==> src/rtl/obdpps_pkg.sv <==
// ----------------------------------------------------------------------------
// OBD-II PID poll sequencer package
// Shared word types, phase encoding, constants and the priority encoder
// used by the sequencer step logic.
// ----------------------------------------------------------------------------
`default_nettype none

package obdpps_pkg;

  // Input word: either a timer tick or a received CAN frame.
  typedef struct packed {
    logic        opcode;
    logic [10:0] frame_id;
    logic [3:0]  frame_length;
    logic [7:0]  byte_zero;
    logic [7:0]  byte_one;
    logic [7:0]  byte_two;
    logic [7:0]  byte_three;
    logic [7:0]  byte_four;
    logic [7:0]  byte_five;
    logic [7:0]  byte_six;
  } in_word_t;

  // Result word: one request or one fault report.
  typedef struct packed {
    logic [5:0]  request_pid;
    logic [1:0]  fault_code;
    logic [31:0] controlled_pids;
  } out_word_t;

  // Configuration registers as held inside the block.
  typedef struct packed {
    logic [31:0] checked_pid_mask;
    logic [3:0]  discovery_tries;
    logic [15:0] response_timeout_ticks;
    logic [15:0] poll_period_ticks;
  } cfg_t;

  // Sequencer phase, one-hot.
  typedef enum logic [3:0] {
    PH_PENDING = 4'b0001,
    PH_WAIT    = 4'b0010,
    PH_POLL    = 4'b0100,
    PH_FAULT   = 4'b1000
  } phase_e;

  // Sequencer control state other than the tick counter.
  typedef struct packed {
    phase_e      phase;
    logic [3:0]  tries_used;
    logic [31:0] controlled;
    logic [5:0]  last_pid;
  } seq_state_t;

  // Opcodes of the input word.
  localparam logic OP_TICK  = 1'b0;
  localparam logic OP_FRAME = 1'b1;

  // Fault codes.
  localparam logic [1:0] FAULT_NONE        = 2'd0;
  localparam logic [1:0] FAULT_NO_RESPONSE = 2'd1;
  localparam logic [1:0] FAULT_NO_PIDS     = 2'd2;

  // Configuration register indexes.
  localparam logic [1:0] CFG_CHECKED_MASK = 2'd0;
  localparam logic [1:0] CFG_TRIES        = 2'd1;
  localparam logic [1:0] CFG_TIMEOUT      = 2'd2;
  localparam logic [1:0] CFG_PERIOD       = 2'd3;

  // Register reset values.
  localparam logic [31:0] CHECKED_MASK_RST = 32'h1FFF_C002;
  localparam logic [3:0]  TRIES_RST        = 4'd5;
  localparam logic [15:0] TIMEOUT_RST      = 16'd100;
  localparam logic [15:0] PERIOD_RST       = 16'd20;

  // Protocol constants.
  localparam logic [10:0] REQ_ID         = 11'h7DF;
  localparam logic [10:0] RESP_ID_LOW    = 11'h7E8;
  localparam logic [10:0] RESP_ID_HIGH   = 11'h7EF;
  localparam logic [3:0]  RESP_DLC       = 4'd8;
  localparam logic [7:0]  RESP_MIN_LEN   = 8'd2;
  localparam logic [7:0]  MODE01_REPLY   = 8'h41;
  localparam logic [7:0]  PID_SUPPORTED  = 8'h00;

  // Position of the first set bit counted from bit 31 downward.
  function automatic logic [4:0] lead_pos(input logic [31:0] v);
    logic [4:0] pos;
    logic       found;
    pos   = '0;
    found = 1'b0;
    for (int i = 0; i < 32; i++) begin
      if (!found && v[31-i]) begin
        pos   = 5'(i);
        found = 1'b1;
      end
    end
    return pos;
  endfunction

endpackage

`default_nettype wire

==> src/rtl/obdpps_step.sv <==
// ----------------------------------------------------------------------------
// OBD-II PID poll sequencer step logic
// Computes the next sequencer state and the optional result word for one
// input word: response matching, timeout counting and round-robin PID choice.
// ----------------------------------------------------------------------------
`default_nettype none

module obdpps_step #(
  parameter int TIMER_BITS = 16
) (
  input  wire logic                    fire_i,
  input  wire obdpps_pkg::in_word_t    word_i,
  input  wire obdpps_pkg::cfg_t        cfg_i,
  input  wire obdpps_pkg::seq_state_t  state_i,
  input  wire logic [TIMER_BITS-1:0]   count_i,
  output      obdpps_pkg::seq_state_t  state_o,
  output      logic [TIMER_BITS-1:0]   count_o,
  output      logic                    emit_o,
  output      obdpps_pkg::out_word_t   result_o
);
  import obdpps_pkg::*;

  localparam int CmpW = (TIMER_BITS > 16) ? TIMER_BITS : 16;

  logic                  frame_ok;
  logic [31:0]           frame_bitmap;
  logic [31:0]           cb_new;
  logic [31:0]           cb_pick;
  logic [4:0]            start;
  logic [63:0]           rot;
  logic [4:0]            lead;
  logic [4:0]            hit_bit;
  logic [5:0]            pid_next;
  logic [TIMER_BITS-1:0] cnt_next;
  logic [15:0]           thr;
  logic [15:0]           limit;
  logic                  reached;

  // A supported-PID answer from one of the engine ECUs.
  assign frame_ok = (word_i.frame_id >= RESP_ID_LOW) && (word_i.frame_id <= RESP_ID_HIGH) &&
                    (word_i.frame_length == RESP_DLC) && (word_i.byte_zero > RESP_MIN_LEN) &&
                    (word_i.byte_one == MODE01_REPLY) && (word_i.byte_two == PID_SUPPORTED);

  assign frame_bitmap = {word_i.byte_three, word_i.byte_four, word_i.byte_five, word_i.byte_six};
  assign cb_new       = frame_bitmap & cfg_i.checked_pid_mask;

  // Rotating priority encoder: search starts at the bit after the last PID.
  assign cb_pick  = (state_i.phase == PH_POLL) ? state_i.controlled : cb_new;
  assign start    = state_i.last_pid[4:0];
  assign rot      = {cb_pick, cb_pick} << start;
  assign lead     = lead_pos(rot[63:32]);
  assign hit_bit  = start + lead;
  assign pid_next = {1'b0, hit_bit} + 6'd1;

  // Shared saturating tick counter; only one of the two waits is active.
  assign cnt_next = (&count_i) ? count_i : count_i + {{(TIMER_BITS-1){1'b0}}, 1'b1};
  assign thr      = (state_i.phase == PH_WAIT) ? cfg_i.response_timeout_ticks
                                               : cfg_i.poll_period_ticks;
  assign limit    = (thr == 16'd0) ? 16'd1 : thr;
  assign reached  = (CmpW'(cnt_next) >= CmpW'(limit)) || (&cnt_next);

  // Next state and result.
  always_comb begin
    state_o  = state_i;
    count_o  = count_i;
    emit_o   = 1'b0;
    result_o = '{request_pid: 6'd0, fault_code: FAULT_NONE,
                 controlled_pids: state_i.controlled};
    if (fire_i) begin
      unique case (state_i.phase)
        PH_PENDING, PH_WAIT: begin
          if (word_i.opcode == OP_FRAME) begin
            if (frame_ok) begin
              state_o.controlled       = cb_new;
              result_o.controlled_pids = cb_new;
              emit_o                   = 1'b1;
              if (cb_new == 32'd0) begin
                state_o.phase       = PH_FAULT;
                result_o.fault_code = FAULT_NO_PIDS;
              end else begin
                state_o.phase        = PH_POLL;
                state_o.last_pid     = pid_next;
                count_o              = '0;
                result_o.request_pid = pid_next;
              end
            end
          end else if (state_i.phase == PH_PENDING) begin
            state_o.phase      = PH_WAIT;
            state_o.tries_used = 4'd1;
            count_o            = '0;
            emit_o             = 1'b1;
          end else begin
            count_o = cnt_next;
            if (reached) begin
              count_o = '0;
              emit_o  = 1'b1;
              if (state_i.tries_used < cfg_i.discovery_tries) begin
                state_o.tries_used = state_i.tries_used + 4'd1;
              end else begin
                state_o.phase       = PH_FAULT;
                result_o.fault_code = FAULT_NO_RESPONSE;
              end
            end
          end
        end
        PH_POLL: begin
          if (word_i.opcode == OP_TICK) begin
            count_o = cnt_next;
            if (reached) begin
              state_o.last_pid     = pid_next;
              count_o              = '0;
              emit_o               = 1'b1;
              result_o.request_pid = pid_next;
            end
          end
        end
        PH_FAULT: begin
          emit_o = 1'b0;
        end
        default: begin
          emit_o = 1'b0;
        end
      endcase
    end
  end

endmodule

`default_nettype wire

==> src/rtl/obd_pid_poll_sequencer_unit.sv <==
// ----------------------------------------------------------------------------
// OBD-II mode 01 PID poll sequencer
// Discovers the supported-PID bitmap and then requests the controlled PIDs
// in round-robin order, one request per poll period.
// ----------------------------------------------------------------------------
// Usage:
//   The input channel carries words that are either one timer tick or one
//   received CAN frame. The output channel carries request words: a PID to
//   send in a 0x7DF frame (02 01 pid), or a one-time fault report.
//   Configuration registers are written through cfg_we_i/cfg_idx_i/cfg_data_i
//   while the block is idle.
//   A result appears on out_valid_o after its input word passes the input
//   register, then the result register. Throughput is one word per cycle
//   while the receiver does not stall; the step logic is a single pass from
//   the input register to the result register.
//   Words that cause no result simply leave the pipeline.
//   When the receiver stalls, the result register holds; an empty input register
//   still takes one more word, then in_stall_o rises until the result moves.
//   Reset clears the block to discovery with the first request pending and
//   restores the register defaults; a fault is sticky until reset.
// ----------------------------------------------------------------------------
`default_nettype none

module obd_pid_poll_sequencer_unit #(
  parameter int TIMER_BITS = 16
) (
  input  wire logic                  clk_i,
  input  wire logic                  rst_ni,
  input  wire logic                  in_valid_i,
  output      logic                  in_stall_o,
  input  wire obdpps_pkg::in_word_t  in_word_i,
  output      logic                  out_valid_o,
  input  wire logic                  out_stall_i,
  output      obdpps_pkg::out_word_t out_word_o,
  input  wire logic                  cfg_we_i,
  input  wire logic [1:0]            cfg_idx_i,
  input  wire logic [31:0]           cfg_data_i
);
  import obdpps_pkg::*;

  logic                  in_valid_q, in_valid_d;
  in_word_t              in_q;
  logic                  out_valid_q, out_valid_d;
  out_word_t             out_q;
  cfg_t                  cfg_q, cfg_d;
  seq_state_t            state_q, state_d;
  logic [TIMER_BITS-1:0] count_q, count_d;
  logic                  adv_stall;
  logic                  in_take;
  logic                  fire;
  logic                  emit;
  out_word_t             result;

  // Handshake: the input register moves on when the result register is free.
  assign adv_stall  = out_valid_q && out_stall_i;
  assign in_stall_o = in_valid_q && adv_stall;
  assign in_take    = in_valid_i && !in_stall_o;
  assign fire       = in_valid_q && !adv_stall;

  assign in_valid_d  = in_take ? 1'b1 : (fire ? 1'b0 : in_valid_q);
  assign out_valid_d = fire ? emit : (out_stall_i ? out_valid_q : 1'b0);

  // Configuration register decode.
  always_comb begin
    cfg_d = cfg_q;
    if (cfg_we_i) begin
      unique case (cfg_idx_i)
        CFG_CHECKED_MASK: cfg_d.checked_pid_mask       = cfg_data_i;
        CFG_TRIES:        cfg_d.discovery_tries        = cfg_data_i[3:0];
        CFG_TIMEOUT:      cfg_d.response_timeout_ticks = cfg_data_i[15:0];
        CFG_PERIOD:       cfg_d.poll_period_ticks      = cfg_data_i[15:0];
        default:          cfg_d = cfg_q;
      endcase
    end
  end

  // Sequencer step between the input and result registers.
  obdpps_step #(
    .TIMER_BITS(TIMER_BITS)
  ) u_step (
    .fire_i   (fire),
    .word_i   (in_q),
    .cfg_i    (cfg_q),
    .state_i  (state_q),
    .count_i  (count_q),
    .state_o  (state_d),
    .count_o  (count_d),
    .emit_o   (emit),
    .result_o (result)
  );

  // Control state.
  always_ff @(posedge clk_i or negedge rst_ni) begin
    if (!rst_ni) begin
      in_valid_q  <= 1'b0;
      out_valid_q <= 1'b0;
      cfg_q       <= '{checked_pid_mask: CHECKED_MASK_RST, discovery_tries: TRIES_RST,
                       response_timeout_ticks: TIMEOUT_RST, poll_period_ticks: PERIOD_RST};
      state_q     <= '{phase: PH_PENDING, tries_used: 4'd0, controlled: 32'd0,
                       last_pid: 6'd0};
      count_q     <= '0;
    end else begin
      in_valid_q  <= in_valid_d;
      out_valid_q <= out_valid_d;
      cfg_q       <= cfg_d;
      state_q     <= state_d;
      count_q     <= count_d;
    end
  end

  // Payload registers.
  always_ff @(posedge clk_i) begin
    if (in_take) begin
      in_q <= in_word_i;
    end
    if (fire && emit) begin
      out_q <= result;
    end
  end

  assign out_valid_o = out_valid_q;
  assign out_word_o  = out_q;

endmodule

`default_nettype wire

==> config.mk <==
export PLATFORM = sky130hd
export DESIGN_NAME = obd_pid_poll_sequencer_unit
export DESIGN_NICKNAME = d
export VERILOG_FILES = /design/src/rtl/obdpps_pkg.sv /design/src/rtl/obdpps_step.sv /design/src/rtl/obd_pid_poll_sequencer_unit.sv
export SDC_FILE = /design/constraint.sdc
export NUM_CORES = 1
export LEC_CHECK = 0
export BUFFER_PORTS_ARGS = -buffer_cell sky130_fd_sc_hd__buf_2
export CORE_ASPECT_RATIO = 1.25
export CORE_UTILIZATION = 60
export CTS_CLUSTER_DIAMETER = 200
export CTS_CLUSTER_SIZE = 25
export DETAILED_ROUTE_END_ITERATION = 6
export GPL_ROUTABILITY_DRIVEN = 1
export PLACE_DENSITY = 0.82
export SYNTH_ARGS = -nofsm -noshare
export SYNTH_HDL_FRONTEND = slang
export SYNTH_SLANG_ARGS = --single-unit
==> constraint.sdc <==
create_clock -name clk_i -period 16.95 [get_ports clk_i]
set_clock_uncertainty 0.15 [all_clocks]
set_input_delay 0 -clock clk_i [delete_from_list [all_inputs] [get_ports clk_i]]
set_output_delay 0 -clock clk_i [all_outputs]
set_load 0.02 [all_outputs]
After elaboration in Yosys (flattened, before gate mapping)
Index checks and enable logic that the tools add are counted.
{"block": "word_totals", "ff_bits": 243, "latch_bits": 0, "mem_bits_rw": 0, "rom_bits": 0, "inputBits": 111, "output_inout_bits": 42, "elab_cells": 262, "memories": 0}
{"block": "op_classes", "n_addsub": 4, "multipliers": 0, "n_div": 0, "magnitude_cmp": 5, "n_eq_ne": 18, "shifts": 1, "n_mux": 111, "n_bitwise": 2, "n_reduce_logical": 97}
{"cell": "two-way mux 5 bit", "n": 35}
{"cell": "two-way mux 16 bit", "n": 9}
{"cell": "two-way mux 32 bit", "n": 4}
{"cell": "left shift 64 x 5 -> 64 bit", "n": 1}
{"cell": "two-way mux 1 bit", "n": 43}
{"cell": "logical AND 1 bit", "n": 41}
{"cell": "two-way mux 40 bit", "n": 1}
{"cell": "logical NOT 1 bit", "n": 33}
{"cell": "bitwise AND 32 bit", "n": 1}
{"cell": "logical NOT 32 bit", "n": 1}
{"cell": "one-hot mux 16 bit (2 select lines)", "n": 1}
{"cell": "AND reduction 16 bit", "n": 2}
{"cell": "two-way mux 6 bit", "n": 4}
{"cell": "two-way mux 4 bit", "n": 5}
{"cell": "adder 16 x 1 -> 16 bit (second input constant)", "n": 1}
{"cell": "greater-or-equal comparator 16 bit", "n": 1}
{"cell": "logical NOT 16 bit", "n": 1}
{"cell": "two-way mux 8 bit", "n": 2}
{"cell": "AND reduction 5 bit", "n": 3}
{"cell": "one-hot mux 6 bit (2 select lines)", "n": 1}
{"cell": "greater-or-equal comparator 11 bit (second input constant)", "n": 1}
{"cell": "<= comparator 11 bit (second input constant)", "n": 1}
{"cell": "one-hot mux 5 bit (2 select lines)", "n": 1}
{"cell": "AND reduction 2 bit", "n": 5}
{"cell": "other kinds (27)", "n": 40}

Logic depth before layout (Yosys ltp)
{"block": "depth", "ltp_word": 104, "ltp_mapped": 21, "depth_no_buf": 19}

Cells and area by module
From an unflattened synthesis, not the netlist that was laid out.
{"block": "hier_totals", "hier_cells": 1050, "hier_area_um2": 13364.1}
{"mod": "obd_pid_poll_sequencer_unit", "instances": 1, "cells_each": 330, "area_per_inst_um2": 7608.5, "seq_area_each_um2": 6696.4}
{"mod": "obdpps_step", "instances": 1, "cells_each": 720, "area_per_inst_um2": 5755.5, "seq_area_each_um2": 0.0}

Least setup slack after synthesis
OpenSTA, ideal clock, no wires.
{"block": "synth_timing", "kind": "flip-flop to flip-flop", "startpoint": "reg state_q[45] (netlist bit)", "endpoint": "reg out_q, in the netlist out_word_o[0] (enable)", "setup_ns": 0.452, "arrival_time_ns": 5.856, "required_ns": 16.348, "path_slack_ns": 10.491, "stages_incl_launch_ff": 18, "path_buffers": 2, "synth_period_minus_slack_ns": 6.459, "path_cell_list": "dfrtp_1 > nor4b_1 > clkbuf_1 > buf_1 > mux2i_1 > nand4_1 > or4_1 > nand2_1 > ha_1 > nand2b_1 > a21o_1 > a21oi_1 > o21ai_0 > a31oi_1 > o31a_1 > o21ai_1 > a211oi_1 > a21oi_1"}
{"block": "synth_via", "elab_chain_len": 12, "elab_cells_between_ends": 16, "cone_classes": "1 x order compare; 3 x eq/ne; 8 x mux; 4 x reduce/logical"}
{"element": "start, declared", "line": "obd_pid_poll_sequencer_unit.sv:46", "source": "seq_state_t state_q, state_d;"}
{"element": "start signal, assigned", "line": "obd_pid_poll_sequencer_unit.sv:99", "source": "state_q <= '{phase: PH_PENDING, tries_used: 4'd0, controlled: 32'd0,"}
{"element": "start signal, assigned", "line": "obd_pid_poll_sequencer_unit.sv:106", "source": "state_q <= state_d;"}
{"element": "== test 4 x 2 -> 1 bit", "line": "obdpps_step.sv:57, obdpps_step.sv:70"}
{"element": "two-way mux 16 bit", "line": "obdpps_step.sv:57", "source": "assign thr = (state_i.phase == PH_WAIT) ? cfg_i.response_timeout_ticks"}
{"element": "logical NOT 16 bit", "line": "obdpps_step.sv:59", "source": "assign limit = (thr == 16'd0) ? 16'd1 : thr;"}
{"element": "two-way mux 16 bit", "line": "obdpps_step.sv:59"}
{"element": "greater-or-equal comparator 16 bit", "line": "obdpps_step.sv:60", "source": "assign reached = (CmpW'(cnt_next) >= CmpW'(limit)) || (&cnt_next);"}
{"element": "logical OR 1 bit", "line": "obdpps_step.sv:60"}
{"element": "two-way mux 1 bit", "line": "obdpps_step.sv:94, obdpps_step.sv:109"}
{"element": "two-way mux 1 bit", "line": "obdpps_step.sv:87", "source": "end else if (state_i.phase == PH_PENDING) begin"}
{"element": "two-way mux 1 bit", "line": "obdpps_step.sv:72", "source": "if (word_i.opcode == OP_FRAME) begin"}
{"element": "one-hot mux 1 bit (2 select lines) (*)", "line": "obdpps_step.sv:70", "source": "unique case (state_i.phase)"}
{"element": "two-way mux 1 bit (*)", "line": "obdpps_step.sv:69", "source": "if (fire_i) begin"}
{"element": "logical AND 1 bit (*)", "line": "obd_pid_poll_sequencer_unit.sv:116", "source": "if (fire && emit) begin"}
{"element": "end signal, assigned", "line": "obd_pid_poll_sequencer_unit.sv:117", "source": "out_q <= result;"}
{"element": "end, declared", "line": "obd_pid_poll_sequencer_unit.sv:44", "source": "out_word_t out_q;"}
Mark *: on every way between the ends. The rest lies on a longest branch, timed or not.
A chain may end at the register's enable or synchronous reset.

Worst setup path in the final report
{"block": "layout_timing", "startpoint": "reg state_q[43] (netlist bit)", "endpoint": "reg out_q, in the netlist out_word_o[38], data pin"}
{"block": "layout_via", "elab_chain_len": 103, "elab_cells_between_ends": 143, "cone_classes": "2 x add/sub; 1 x order compare; 3 x eq/ne; 1 x shift; 71 x mux; 65 x reduce/logical"}
{"element": "== test 4 x 3 -> 1 bit", "line": "obdpps_step.sv:48, obdpps_step.sv:70"}
{"element": "two-way mux 32 bit", "line": "obdpps_step.sv:48", "source": "assign cb_pick = (state_i.phase == PH_POLL) ? state_i.controlled : cb_new;"}
{"element": "left shift 64 x 5 -> 64 bit", "line": "obdpps_step.sv:50", "source": "assign rot = {cb_pick, cb_pick} << start;"}
{"element": "two-way mux 1 bit", "line": "obdpps_pkg.sv:92", "source": "if (!found && v[31-i]) begin"}
{"element": "logical NOT 1 bit", "line": "obdpps_pkg.sv:92"}
{"element": "logical AND 1 bit", "line": "obdpps_pkg.sv:92"}
{"element": "two-way mux 1 bit", "line": "obdpps_pkg.sv:92"}
{"element": "logical NOT 1 bit", "line": "obdpps_pkg.sv:92"}
{"element": "[... 87 more ...]"}
{"element": "logical AND 1 bit", "line": "obdpps_pkg.sv:92"}
{"element": "two-way mux 5 bit", "line": "obdpps_pkg.sv:92"}
{"element": "adder 5 bit", "line": "obdpps_step.sv:52", "source": "assign hit_bit = start + lead;"}
{"element": "adder 5 x 1 -> 6 bit", "line": "obdpps_step.sv:53", "source": "assign pid_next = {1'b0, hit_bit} + 6'd1;"}
{"element": "two-way mux 6 bit", "line": "obdpps_step.sv:77", "source": "if (cb_new == 32'd0) begin"}
{"element": "two-way mux 40 bit", "line": "obdpps_step.sv:73", "source": "if (frame_ok) begin"}
{"element": "two-way mux 6 bit", "line": "obdpps_step.sv:72"}
{"element": "one-hot mux 6 bit (2 select lines) (*)", "line": "obdpps_step.sv:70"}
Marks and branches as above.

==> metrics <==
largest net degree at the start of global routing roughly 100; number of H-tree levels 1; Starting Density 0.618; post-route ant nets 0; non-filler cells in the finished layout 1615; Slew Limit Fails 0; Worst path max stage delay between 1 and 1.5 ns; gr usage total 0.318; CP bufs+invs 1; leading area contributor after synthesis edfxtp_1; TNS Setup 0 ns; number of global-route vias before repair ~10000; GRT overflow 0; Area contributors post-synth edfxtp_1 24%, dfrtp_1 20%, mux4_2 12%, mux2_2 6.2%, dfstp_2 4.7%; prevailing post-synth register cell edfxtp_1; CTS resizes 0; reg2reg setup slack 10.21 ns; routability congestion estimate 0.936; fin crit share 0.398; critical path's slowest cell or4b_2; Setup Buffers After CTS 0; WL final approximately 36000 um; VDD IR max between 100 and 150 uV; # hold bufs at CTS 108; critical path fanouts, max 45; IO buf count about 150; CP Depth 17; initial antenna violation count 0; Core Region between 20000 and 25000 um^2; Setup CP Type reg2reg; site row count 60; simple-gate share of the synthesized area 0.124; Vias/cell 6.41; Worst-path clk slew 0.10 ns; cell internal pwr approximately 940 uW; Cells after Synth around 1100; Worst Path Required about 17 ns; Routed WL per cell roughly 22 um; post-DP HPWL roughly 24000 um; Synth Area in XOR/XNOR 0.0115; CTS tree yes; Reg2Reg Depth 17; Switch Pwr roughly 360 uW; FMAX around 150 MHz; Mapped Nets ~1200; FF+latch count, synth between 200 and 250; drt first pass iters 5; top-area cell type share of the netlist area 0.243; PnR worst setup slack 10.21 ns; largest family of logic cells by synthesized area multiplexers; pre-CTS WS 10.26 ns; drt initial violations 1008; WP data arrival between 6 and 7 ns; Netlist cell types 72; io pins about 150; n_diodes 0; Slew @ Worst Pin about 1.2 ns; YS warnings 0; Final setup viols 0; Post-synth EDFFs about 110; die height 169 um; crit-path cells or4b_2 > mux4_2 > mux4_2 > a22oi_1 > o211ai_1 > nor4_4 > nand4_2 > a2111oi_4 > nor3_1 > a211oi_2 > ha_1 > inv_1 > fa_1 > xnor2_1 > nand3_1 > xor3_1 > nor2b_1; RSZ-0062 raised after global routing no; via count 10346; mux cell area share after synthesis 0.223; clock sinks 240; Max Root-Sink Buffers 3; Crit path top cell by count mux4_2; die width 136 um; first-pass GRT wire length 55600 um; Seq/Total Area, Yosys 0.489; sw frac 0.276; slew margin rel. 0.187; Combinational Power Share 0.209; crit-path leading delay family simple AND/OR/NAND/NOR gates; Post-Syn Area around 13000 um^2; crit end category flip-flop; Worst Setup Start Kind flip-flop; clock power share 0.261; NumNets Final approximately 1500; worst hold-check path type in2async; max-cap violation count 0; Hold Violations, Final 0; status complete, no violations; DRC errors left 0; Placed Cells 1484; Flop pwr share 0.530; Clk Latency, worst-skew pair ~0.50 ns; Syn-to-layout area delta 18.1%; layout cells sized above 1 0.275; ys async rst share 0.546; Num CTS Buffers 13; Lkg Pwr 6.55 nW; Root Buffer clkbuf_16; Synth Area per Inst 12.3 um^2; fillcell total 1430; post-synthesis adder-cell area fraction 0.0257; Compound-Gate Fraction of Synth Area 0.0987; P per Cell Area 81.4 nW/um^2; die footprint 23000 um^2; fin crit period approximately 6.7 ns
cells by family after synthesis:
logic type / Yosys count
fa+ha+maj: 27
compound gates: 203
mux: 203
xor+xnor: 16
flops: 240
simple gates: 314
buf+inv: 93
placed cells by master (no fill, tap or decap), drive strengths merged, types with 9 or more instances in the layout:
cell,instances
and2,42
mux4,70
a21oi,20
xnor2,11
nand4,18
dfstp,24
inv,48
nand3,24
mux2i,59
nand2b,9
clkbuf,21
a22oi,20
edfxtp,109
o211ai,11
nor2,30
nor4,21
ha,26
a22o,9
nor3,12
nand2,115
buf,156
mux2,74
o21ai,87
dfrtp,107
dlygate4sd3,108
state kept, by name (all words and copies together), names as in the netlist:
signal / cells
out_valid_o: 1
in_valid_q: 1
state_q: 45
out_word_o: 40
count_q: 16
in_q: 69
cfg_q: 68
cell usage after synthesis (3+ instances only):
master and n:
buf_2 3, and2_1 40, clkbuf_1 35, nor2b_1 5, edfxtp_1 109, mux4_2 70, inv_1 44, nand2_1 115
o21bai_1 4, a22oi_1 20, o21ai_0 85, o211ai_1 11, xor2_1 4, nand3_1 24, nor3b_1 5, a21o_1 8
ha_1 26, nor4_1 17, o22ai_1 5, nor3_1 11, buf_1 5, and3_1 3, a21oi_1 20, o31ai_1 4
mux2i_1 59, a211o_1 5, o31a_1 4, nor2_1 30, nand4_1 17, or4_1 3, nor4b_1 6, dfstp_2 24
or3_1 7, xnor2_1 11, a211oi_1 4, a22o_1 9, a2111oi_0 4, dfrtp_1 107, nand2b_1 9, mux2_2 74
or2_2 4
metal layers:
| metal | wire [um] | share of wire | GRT usage | vias to the layer above |
|---|---|---|---|---|
| met2 | 18800 | 0.52 | 0.558 | 428 |
| met4 | 1580 | 0.044 | 0.143 | 0 |
| met3 | 1920 | 0.053 | 0.0287 | 92 |
| li1 | - | - | - | 4657 |
| met1 | 13600 | 0.38 | 0.398 | 5169 |
| met5 | 0 | 0 | 0 | - |
area by class of cell:
class	instances	area, um^2	share of cell area
Tap cell	279	349	0.0220
Inverter	46	173	0.0109
Timing Repair Buffer	265	1890	0.119
Sequential cell	240	6580	0.414
Clock buffer	20	352	0.0221
Multi-Input combinational cell	763	6530	0.411
Clock inverter	2	20.0	0.00126
worst register-to-register path: stages, from the launching register on:
cell,delay (ns)
dfrtp_1,0.43
or4b_2,1.19
mux4_2,0.55
mux4_2,0.54
a22oi_1,0.21
o211ai_1,0.24
nor4_4,0.44
nand4_2,0.31
a2111oi_4,0.41
nor3_1,0.10
a211oi_2,0.29
ha_1,0.21
inv_1,0.05
fa_1,0.40
xnor2_1,0.34
nand3_1,0.15
xor3_1,0.42
nor2b_1,0.06
power groups by stage:
stage	Clock (mW)	Sequential, mW	Combinational (mW)
finish	0.337	0.686	0.271
CTS	0.339	0.684	0.265
floorplan	0	0.690	0.169
global route	0.358	0.691	0.292
detailed placement	0	0.696	0.244
global placement	0	0.692	0.237
per-stage QoR:
step	power [mW]	instance area, um^2	util	hold WS [ns]
after floorplan	0.858	13500	-	-0.446
after global placement	0.929	14400	0.663	0.0266
after detailed placement	0.940	14400	0.663	0.0281
after CTS	1.29	15900	0.730	0.0464
after global routing	1.34	15900	0.730	0.0545
final	1.29	15900	0.730	0.0217
final timing paths:
check,endpoint,startpoint
setup / recovery,out_word_o[38]$_SDFFCE_PN0P_,state_q[43]$_DFFE_PN0P_
max in group asynchronous,state_q[27]$_DFFE_PN0P_,rst_ni
hold reg to reg,cfg_q[5]$_DFFE_PN0P_,cfg_q[5]$_DFFE_PN0P_
setup reg to reg,out_word_o[38]$_SDFFCE_PN0P_,state_q[43]$_DFFE_PN0P_
hold / removal,count_q[3]$_DFFE_PN0P_,rst_ni
min in group clk_i,in_q[23]$_DFFE_PP_,in_word_i[23]
Power figures use the tool's default switching activity.
